File: src/design/jrss_pkg.sv
// Shared types and constants for the JPEG restart strip splicer.
package jrss_pkg;

	localparam logic [7:0] MK_FF   = 8'hFF;
	localparam logic [7:0] MK_SOI  = 8'hD8;
	localparam logic [7:0] MK_SOF0 = 8'hC0;
	localparam logic [7:0] MK_SOS  = 8'hDA;
	localparam logic [7:0] MK_EOI  = 8'hD9;
	localparam logic [7:0] MK_RST0 = 8'hD0;
	localparam logic [7:0] MK_RST7 = 8'hD7;
	localparam logic [7:0] MK_ZERO = 8'h00;

	localparam logic [2:0] ST_OK       = 3'd0;
	localparam logic [2:0] ST_BAD_HDR  = 3'd1;
	localparam logic [2:0] ST_BAD_MARK = 3'd2;
	localparam logic [2:0] ST_TRUNC    = 3'd3;
	localparam logic [2:0] ST_NO_FRAME = 3'd4;

	localparam logic [2:0] HS_SOI_FF = 3'd0;
	localparam logic [2:0] HS_SOI_D8 = 3'd1;
	localparam logic [2:0] HS_SEG_FF = 3'd2;
	localparam logic [2:0] HS_CODE   = 3'd3;
	localparam logic [2:0] HS_LEN_HI = 3'd4;
	localparam logic [2:0] HS_LEN_LO = 3'd5;
	localparam logic [2:0] HS_BODY   = 3'd6;

	typedef enum logic [2:0] {
		PH_WAIT = 3'd0,
		PH_HDR  = 3'd1,
		PH_SOS  = 3'd2,
		PH_ENT  = 3'd3,
		PH_GAP  = 3'd4
	} phase_t;

	typedef struct packed {
		logic [7:0] data;
		logic       last;
		logic [2:0] status;
	} item_t;

	typedef struct packed {
		logic [2:0]      cnt;
		item_t [3:0]     items;
	} burst_t;

endpackage

File: src/design/jpeg_restart_strip_splicer.sv
// Top level of the JPEG restart strip splicer.
//  channel | dir | request
//  s_*     | in  | one strip byte with strip flags
//  m_*     | out | one spliced stream byte or error result
//  cfg_*   | in  | full_height write
// One byte is accepted per cycle while the burst queue has room; a byte that
// yields k output bytes (k up to 4) holds the back end while they drain.
// Output goes via queue and output register. Reset clears all parse state;
// full_height resets to zero. Either side may stall without losing data.
module jpeg_restart_strip_splicer import jrss_pkg::*; (
	input  logic        clk,
	input  logic        arst_n,
	input  logic        s_tvalid,
	output logic        s_tready,
	input  logic [7:0]  s_tdata,   // data_byte
	input  logic [2:0]  s_tuser,   // strip_start, first_strip, final_strip
	input  logic        s_tlast,   // strip_end
	output logic        m_tvalid,
	input  logic        m_tready,
	output logic [7:0]  m_tdata,   // out_byte
	output logic [2:0]  m_tuser,   // status
	output logic        m_tlast,   // out_last
	input  logic        cfg_valid,
	output logic        cfg_ready,
	input  logic [15:0] cfg_data
);
	logic [15:0] height_q;
	logic        q_full, push, pop, head_valid;
	burst_t      push_burst, head;
	item_t       out_item;

	assign cfg_ready = 1'b1;
	always_ff @(posedge clk or negedge arst_n) begin
		if (!arst_n) height_q <= 16'd0;
		else if (cfg_valid) height_q <= cfg_data;
	end

	jrss_front u_front (
		.clk, .arst_n,
		.in_valid(s_tvalid), .in_ready(s_tready),
		.data_byte(s_tdata), .strip_start(s_tuser[0]), .first_strip(s_tuser[1]),
		.final_strip(s_tuser[2]), .strip_end(s_tlast),
		.full_height(height_q), .q_full, .push, .push_burst
	);

	jrss_queue u_queue (
		.clk, .arst_n, .push, .push_burst, .full(q_full), .pop, .head_valid, .head
	);

	jrss_back u_back (
		.clk, .arst_n, .head_valid, .head, .pop,
		.out_valid(m_tvalid), .out_ready(m_tready), .out_item
	);

	assign m_tdata = out_item.data;
	assign m_tlast = out_item.last;
	assign m_tuser = out_item.status;
endmodule

File: src/design/jrss_front.sv
// Front end: parses each strip byte and builds the burst of output bytes it causes.
module jrss_front import jrss_pkg::*; (
	input  logic        clk,
	input  logic        arst_n,
	input  logic        in_valid,
	output logic        in_ready,
	input  logic [7:0]  data_byte,
	input  logic        strip_start,
	input  logic        first_strip,
	input  logic        final_strip,
	input  logic        strip_end,
	input  logic [15:0] full_height,
	input  logic        q_full,
	output logic        push,
	output burst_t      push_burst
);
	phase_t      phase_q, nx_ph;
	logic [2:0]  hs_q, nx_hs;
	logic [15:0] rem_q, nx_rem;
	logic [2:0]  off_q, nx_off;
	logic        inf_q, nx_inf;
	logic        fs_q, nx_fs;
	logic [2:0]  rseq_q, nx_rseq;
	logic        held_q, nx_held;
	logic        pend_q, nx_pend;
	logic        first_q, nx_first;
	logic        final_q, nx_final;

	item_t [3:0] it;
	logic [2:0]  n, pre;
	logic [2:0]  err;
	logic        done, ign, busy, seg_end, bgn, bgn_first;
	logic [7:0]  emit;
	logic [15:0] len;

	assign in_ready = !q_full;
	wire acc = in_valid && in_ready;

	always_comb begin
		nx_ph = phase_q; nx_hs = hs_q; nx_rem = rem_q; nx_off = off_q; nx_inf = inf_q;
		nx_fs = fs_q; nx_rseq = rseq_q; nx_held = held_q; nx_pend = pend_q;
		nx_first = first_q; nx_final = final_q;
		it = '0; n = 3'd0; pre = 3'd0; err = ST_OK; done = 1'b0; ign = 1'b0;
		seg_end = 1'b0; emit = data_byte; len = 16'd0; bgn = 1'b0; bgn_first = 1'b0;
		busy = (phase_q == PH_HDR) || (phase_q == PH_SOS) || (phase_q == PH_ENT);
		if (strip_start) begin
			if (first_strip) begin
				if (busy || phase_q == PH_GAP) begin
					it[n[1:0]] = '{8'h00, 1'b1, ST_TRUNC}; n = n + 3'd1;
				end
				bgn = 1'b1; bgn_first = 1'b1;
			end else if (phase_q == PH_GAP) begin
				bgn = 1'b1;
			end else if (busy) begin
				it[n[1:0]] = '{8'h00, 1'b1, ST_TRUNC}; n = n + 3'd1;
				nx_ph = PH_WAIT; ign = 1'b1;
			end else begin
				ign = 1'b1;
			end
		end else if (!busy) begin
			ign = 1'b1;
		end
		if (bgn) begin
			nx_ph = PH_HDR; nx_hs = HS_SOI_FF; nx_rem = 16'd0; nx_off = 3'd0;
			nx_inf = 1'b0; nx_held = 1'b0; nx_pend = 1'b0;
			nx_first = bgn_first; nx_final = final_strip;
			if (bgn_first) begin
				nx_fs = 1'b0; nx_rseq = 3'd0;
			end
		end
		if (!ign) begin
			pre = n;
			if (nx_ph == PH_ENT) begin
				if (!nx_held) begin
					if (data_byte == MK_FF) begin
						nx_held = 1'b1;
					end else begin
						if (nx_pend) begin
							it[n[1:0]] = '{MK_FF, 1'b0, ST_OK}; n = n + 3'd1;
							it[n[1:0]] = '{MK_RST0 + {5'd0, nx_rseq}, 1'b0, ST_OK};
							n = n + 3'd1; nx_rseq = nx_rseq + 3'd1; nx_pend = 1'b0;
						end
						it[n[1:0]] = '{data_byte, 1'b0, ST_OK}; n = n + 3'd1;
					end
				end else begin
					nx_held = 1'b0;
					if (data_byte == MK_ZERO || (data_byte >= MK_RST0 && data_byte <= MK_RST7))
						begin
						if (nx_pend) begin
							it[n[1:0]] = '{MK_FF, 1'b0, ST_OK}; n = n + 3'd1;
							it[n[1:0]] = '{MK_RST0 + {5'd0, nx_rseq}, 1'b0, ST_OK};
							n = n + 3'd1; nx_rseq = nx_rseq + 3'd1; nx_pend = 1'b0;
						end
						if (data_byte == MK_ZERO) begin
							it[n[1:0]] = '{MK_FF, 1'b0, ST_OK}; n = n + 3'd1;
							it[n[1:0]] = '{MK_ZERO, 1'b0, ST_OK}; n = n + 3'd1;
						end else begin
							nx_pend = 1'b1;
						end
					end else if (data_byte == MK_EOI) begin
						nx_pend = 1'b0; done = 1'b1;
						if (nx_final) begin
							it[n[1:0]] = '{MK_FF, 1'b0, ST_OK}; n = n + 3'd1;
							it[n[1:0]] = '{MK_EOI, 1'b1, ST_OK}; n = n + 3'd1;
						end
					end else begin
						err = ST_BAD_MARK;
					end
				end
			end else begin
				case (nx_hs)
					HS_SOI_FF: begin
						if (data_byte != MK_FF) err = ST_BAD_HDR;
						else nx_hs = HS_SOI_D8;
					end
					HS_SOI_D8: begin
						if (data_byte != MK_SOI) err = ST_BAD_HDR;
						else nx_hs = HS_SEG_FF;
					end
					HS_SEG_FF: begin
						if (data_byte != MK_FF) err = ST_BAD_HDR;
						else nx_hs = HS_CODE;
					end
					HS_CODE: begin
						if (data_byte == MK_SOS) begin
							if (nx_first && !nx_fs) err = ST_NO_FRAME;
							else nx_ph = PH_SOS;
						end else if (data_byte == MK_SOF0 && nx_first) begin
							if (nx_fs) err = ST_BAD_HDR;
							else begin
								nx_fs = 1'b1; nx_inf = 1'b1; nx_off = 3'd0;
							end
						end
						nx_hs = HS_LEN_HI;
					end
					HS_LEN_HI: begin
						nx_rem = {data_byte, 8'h00};
						nx_hs = HS_LEN_LO;
					end
					HS_LEN_LO: begin
						len = {nx_rem[15:8], data_byte};
						if (len < 16'd2) err = ST_BAD_HDR;
						else if (nx_inf && len < 16'd7) err = ST_BAD_HDR;
						nx_rem = len - 16'd2;
						if (nx_rem == 16'd0) seg_end = 1'b1;
						else nx_hs = HS_BODY;
					end
					default: begin
						if (nx_inf) begin
							if (nx_off == 3'd1) emit = full_height[15:8];
							else if (nx_off == 3'd2) emit = full_height[7:0];
							if (nx_off < 3'd7) nx_off = nx_off + 3'd1;
						end
						if (nx_rem != 16'd0) nx_rem = nx_rem - 16'd1;
						if (nx_rem == 16'd0) seg_end = 1'b1;
					end
				endcase
				if (err == ST_OK) begin
					if (nx_first) begin
						it[n[1:0]] = '{emit, 1'b0, ST_OK}; n = n + 3'd1;
					end
					if (seg_end) begin
						nx_inf = 1'b0;
						if (nx_ph == PH_SOS) begin
							nx_ph = PH_ENT;
							if (!nx_first) begin
								it[n[1:0]] = '{MK_FF, 1'b0, ST_OK}; n = n + 3'd1;
								it[n[1:0]] = '{MK_RST0 + {5'd0, nx_rseq}, 1'b0, ST_OK};
								n = n + 3'd1; nx_rseq = nx_rseq + 3'd1;
							end
						end else begin
							nx_hs = HS_SEG_FF;
						end
					end
				end
			end
			if (err != ST_OK) begin
				n = pre; it[n[1:0]] = '{8'h00, 1'b1, err}; n = n + 3'd1; nx_ph = PH_WAIT;
			end else if (strip_end && !done) begin
				n = pre; it[n[1:0]] = '{8'h00, 1'b1, ST_TRUNC}; n = n + 3'd1;
				nx_ph = PH_WAIT;
			end else if (done) begin
				nx_ph = nx_final ? PH_WAIT : PH_GAP;
			end
		end
	end

	assign push = acc && (n != 3'd0);
	assign push_burst = '{n, it};

	always_ff @(posedge clk or negedge arst_n) begin
		if (!arst_n) begin
			phase_q <= PH_WAIT; hs_q <= HS_SOI_FF; rem_q <= '0; off_q <= '0; inf_q <= 1'b0;
			fs_q <= 1'b0; rseq_q <= '0; held_q <= 1'b0; pend_q <= 1'b0;
			first_q <= 1'b0; final_q <= 1'b0;
		end else if (acc) begin
			phase_q <= nx_ph; hs_q <= nx_hs; rem_q <= nx_rem; off_q <= nx_off; inf_q <= nx_inf;
			fs_q <= nx_fs; rseq_q <= nx_rseq; held_q <= nx_held; pend_q <= nx_pend;
			first_q <= nx_first; final_q <= nx_final;
		end
	end
endmodule

File: src/design/jrss_queue.sv
// Two-entry burst queue between front and back.
module jrss_queue import jrss_pkg::*; (
	input  logic   clk,
	input  logic   arst_n,
	input  logic   push,
	input  burst_t push_burst,
	output logic   full,
	input  logic   pop,
	output logic   head_valid,
	output burst_t head
);
	burst_t     mem_q [2];
	logic       wr_q, rd_q;
	logic [1:0] cnt_q;

	assign full = (cnt_q == 2'd2);
	assign head_valid = (cnt_q != 2'd0);
	assign head = mem_q[rd_q];

	always_ff @(posedge clk) begin
		if (push) mem_q[wr_q] <= push_burst;
	end

	always_ff @(posedge clk or negedge arst_n) begin
		if (!arst_n) begin
			wr_q <= 1'b0; rd_q <= 1'b0; cnt_q <= 2'd0;
		end else begin
			if (push) wr_q <= !wr_q;
			if (pop) rd_q <= !rd_q;
			cnt_q <= cnt_q + {1'b0, push} - {1'b0, pop};
		end
	end
endmodule

File: src/design/jrss_back.sv
// Back end: drains queued bursts one byte per cycle, while out_ready allows, into the output register.
module jrss_back import jrss_pkg::*; (
	input  logic   clk,
	input  logic   arst_n,
	input  logic   head_valid,
	input  burst_t head,
	output logic   pop,
	output logic   out_valid,
	input  logic   out_ready,
	output item_t  out_item
);
	logic [1:0] idx_q;
	logic       valid_q;
	item_t      item_q;

	wire load = head_valid && (!valid_q || out_ready);
	wire at_end = ({1'b0, idx_q} == head.cnt - 3'd1);

	assign pop = load && at_end;
	assign out_valid = valid_q;
	assign out_item = item_q;

	always_ff @(posedge clk) begin
		if (load) item_q <= head.items[idx_q];
	end

	always_ff @(posedge clk or negedge arst_n) begin
		if (!arst_n) begin
			idx_q <= 2'd0; valid_q <= 1'b0;
		end else begin
			if (load) idx_q <= at_end ? 2'd0 : idx_q + 2'd1;
			if (load) valid_q <= 1'b1;
			else if (out_ready) valid_q <= 1'b0;
		end
	end
endmodule
File: config.mk
export PLATFORM = sky130hd
export DESIGN_NAME = jpeg_restart_strip_splicer
export DESIGN_NICKNAME = d
export VERILOG_FILES = /design/src/design/jrss_pkg.sv /design/src/design/jpeg_restart_strip_splicer.sv /design/src/design/jrss_front.sv /design/src/design/jrss_queue.sv /design/src/design/jrss_back.sv
export SDC_FILE = /design/constraint.sdc
export NUM_CORES = 1
export LEC_CHECK = 0
export BUFFER_PORTS_ARGS = -buffer_cell sky130_fd_sc_hd__buf_4
export CORE_ASPECT_RATIO = 1.4
export CORE_MARGIN = 4
export CORE_UTILIZATION = 49
export CTS_CLUSTER_DIAMETER = 200
export DETAILED_ROUTE_END_ITERATION = 6
export HOLD_SLACK_MARGIN = 0.03
export PLACE_DENSITY = 0.69
export SLEW_MARGIN = 10
export SYNTH_ARGS = -nofsm -noshare
export SYNTH_HDL_FRONTEND = slang
export SYNTH_SLANG_ARGS = --single-unit
File: constraint.sdc
create_clock -name clk -period 18.8 [get_ports clk]
set_input_delay 0 -clock clk [delete_from_list [all_inputs] [get_ports clk]]
set_output_delay 0 -clock clk [all_outputs]
set_load 0.02 [all_outputs]
==> summary.txt <==
Status
  – Status: complete, no violations

Detailed routing
  – Routed WL per cell: 23.8 um
  – Drt drc: 0
  – DR vias/cell: 6.62
  – Initial drt markers: 874
  – Routed Antenna Nets: 0
  – Drt pass-1 iters: 5
  – DR vias: 9467
  – Post-Route WL: 34000 um

Placement
  – I/O Buffers: 46
  – Gpl congestion: 0.932
  – Placed instance count: 1362
  – Dpl hpwl: 23400 um

Timing
  – RSZ-0062 raised after global routing: false
  – Total negative slack: 0 ns
  – Min Clock Period, post-route: roughly 6.0 ns
  – Endpoints failing setup: 0
  – Fin Clk Skew: 0.0119 ns
  – Max Slew Vio Count: 0
  – Period utilisation layout: 31.7%
  – Hold Violations, Final: 0
  – Headroom to the max-slew limit: 29.4%
  – Worst-Margin Slew: approximately 1.1 ns
  – Fmax achieved: 0.168 GHz

Setup path
  – CP Class: reg2reg
  – Worst path cell trace: and4bb_2 -> nor2_2 -> buf_4 -> nand2_1 -> ha_1 -> nor3b_1 -> nand4_1 -> and2_1 -> o2bb2ai_1 -> or4_1 -> or4_4 -> a2111oi_4 -> o21ai_2 -> a31oi_2 -> and2_2
  – Critical Path RT: 18.86 ns
  – Maximum fanout along the worst path: 44
  – Largest stage delay on the critical path: 0.88 ns
  – CP max stage cell: and2_2
  – Setup crit start kind: flip-flop
  – Worst EP arrival: 6.02 ns
  – CP Capture Type: flip-flop

Synth
  – Mapped Avg Cell Area: 9.26 um2
  – Number of synthesized flops with an enable pin: 100
  – Synth cell types: 83
  – Synth async-reset ratio: a little over a third
  – Cell area after synthesis: 0.0104 mm2
  – Synth Instances: 1122
  – Post-synthesis sequential area ratio: 42.6%
  – Yosys warns: 0
  – Synth Flop Type: edfxtp_1
  – Number of synthesized register bits: 157

Clock tree
  – CTS tree: yes
  – CTS clk-pin slew, worst paths: 0.07 ns
  – CTS max path bufs: 2
  – Worst skew pair latency: 0.44 ns
  – Clock root cell: clkbuf_16
  – CTS Buf Count: 17
  – CTS H-tree lvls: 4
  – CTS Sinks: between 150 and 200

Power and ir drop
  – Pwr per Cell Area: 97.5 mW/mm2
  – VDD IR max: between 0.06 and 0.07 mV
  – Lkg Pwr: 4.58 nW

Worst hold path
  – Hold Crit Class: in2reg

Floorplan
  – Initial Utilization: 50.2%
  – Die width: 131 um
  – Die ar.: 0.0236 mm2
  – Number of I/O pins: 48
  – Die Height: 180 um
  – FP Rows: 62
  – Core Box Area: roughly 0.021 mm2

Finish
  – FILL cells: 1815
  – Commonest cells after routing, fill and taps aside: 129 x nand2_1, 108 x a21oi_1, 100 x edfxtp_1, 98 x nor2_1, 98 x o21ai_0
  – Layout area overhead: 14.6%
  – Commonest non-fill, non-tap cell in the layout: nand2_1
  – Final net count: 1215
  – Non-filler cells, final: 1431
  – ANT cells: 0
  – Layout cell share with drive strength beyond 1: 15.1%

Global route
  – Tot GR Track Use: 29.1%
  – Largest net degree at the start of global routing: 58
  – Total grt overflow: 0
  – First-pass GRT wire length: 52700 um
  – Vias in the first global route: 9447
  – Antenna violations before repair: 0

Flow run
  – Maxcap violations: 0
[metrics by stage]
step	setup slack [ns]	utilization, %	cell area [um2]	hold slack (ns)	total power, mW
finish	12.84	57.5	11900	0.0727	1.16
global route	12.45	57.5	11900	0.0679	1.21
CTS	12.88	57.5	11900	0.0352	1.17
detailed placement	12.91	52.6	10900	0.139	0.777
global placement	12.98	52.6	10900	0.126	0.774
floorplan	11.70	-	10400	-0.296	0.671
[state kept, by name (all words and copies together), names as in the netlist, 2 cells and up]
| signal | cells |
|---|---|
| u_queue.mem_q | 88 |
| height_q | 16 |
| u_front.rem_q | 16 |
| u_back.out_item | 12 |
| u_front.hs_q | 3 |
| u_front.off_q | 3 |
| u_front.phase_q | 3 |
| u_front.rseq_q | 3 |
| u_back.idx_q | 2 |
| u_queue.cnt_q | 2 |
[layer usage]
layer	part of all wire [%]	GRT usage, %	vias to the layer above	routed length (um)
met1	36	34.5	4562	12400
met4	6.9	18.2	0	2360
li1	-	-	4283	-
met5	0	0	-	0
met3	6.3	4.80	134	2160
met2	50	48.3	488	17100
[worst max-delay path: cells and delay by family (launching register included)]
family | cells | cell delay [ns]
AOI/OAI and AO/OA | 4 | 0.98
adders and majority gates | 1 | 0.25
buffers and inverters | 1 | 0.27
DFF | 1 | 0.57
and+or+nand+nor | 9 | 3.45
[logic make-up after synthesis]
group                    count (synthesis)  share of synthesized area, %
adder cells (fa/ha/maj)                 20                          2.41
AND/OR/NAND/NOR                        401                          19.4
other                                    2                        0.0723
buffers and inverters                  116                          4.59
AO/OA/AOI/OAI                          356                          21.7
flip-flops                             157                          42.6
multiplexers                            51                          7.63
XOR/XNOR                                19                          1.60
[worst paths after layout]
kind,endpoint,slack [ns],depth (start not counted),startpoint
worst min-delay path,u_front.rem_q[0],0.07,3,s_tdata[0]
worst max register to register,u_queue.mem_q[1][20],12.84,15,u_front.phase_q[2]
max in group asynchronous,u_back.out_valid,18.06,2,arst_n
worst max-delay path,u_queue.mem_q[1][20],12.84,15,u_front.phase_q[2]
worst min register to register,u_front.pend_q,0.50,2,u_front.pend_q
min in group asynchronous,u_front.off_q[2],0.19,2,arst_n
[synthesized netlist by cell type, types with 4 or more instances]
master / n / area, um2
nand3_1: 30 / 150
nor4_1: 8 / 50.1
a21o_1: 10 / 75.1
a22o_1: 5 / 43.8
nor4_4: 4 / 85.1
a21boi_0: 5 / 37.5
o211ai_1: 14 / 105
or3_1: 6 / 37.5
clkbuf_1: 63 / 236
buf_1: 6 / 22.5
edfxtp_1: 100 / 3000
or2_2: 8 / 50.1
ha_1: 20 / 250
and3_1: 8 / 50.1
a22oi_1: 16 / 120
a31oi_1: 14 / 87.6
xor2_1: 9 / 78.8
nand2b_1: 8 / 50.1
xnor2_1: 10 / 87.6
nor3_1: 35 / 175
nor2_1: 98 / 368
a21oi_1: 108 / 541
nor2b_1: 11 / 68.8
buf_2: 10 / 50.1
o211a_1: 11 / 110
or4_1: 7 / 52.6
o21ai_0: 98 / 490
inv_1: 28 / 105
mux4_2: 20 / 450
o31ai_1: 10 / 75.1
dfrtp_1: 57 / 1430
nand4_1: 16 / 100
nand2_1: 129 / 484
and2_1: 13 / 81.3
mux2_2: 26 / 293
a211oi_1: 14 / 105
o22ai_1: 7 / 43.8
mux2i_1: 5 / 50.1
[power breakdown]
| part | internal [mW] | switching [mW] |
|---|---|---|
| Sequential | 0.417 | 0.0359 |
| Combinational | 0.144 | 0.178 |
| Clock | 0.227 | 0.158 |
[cell type report]
class | instances | area, um2 | share of cell area [%]
flip-flops and latches | 157 | 4430 | 37.2
clock buffers | 17 | 425 | 3.57
inverters | 30 | 113 | 0.945
well taps | 256 | 320 | 2.69
repair buffers | 104 | 873 | 7.33
multi-input cells | 852 | 5530 | 46.4
clock inverters | 15 | 220 | 1.85
[what timing repair did]
action,4_1_cts,5_1_grt
hold buffers,37,0
resized for setup,0,0
hold endpoints to repair,78,0
buffers inserted,0,0
Note: power is estimated with default switching activity, not from simulation.
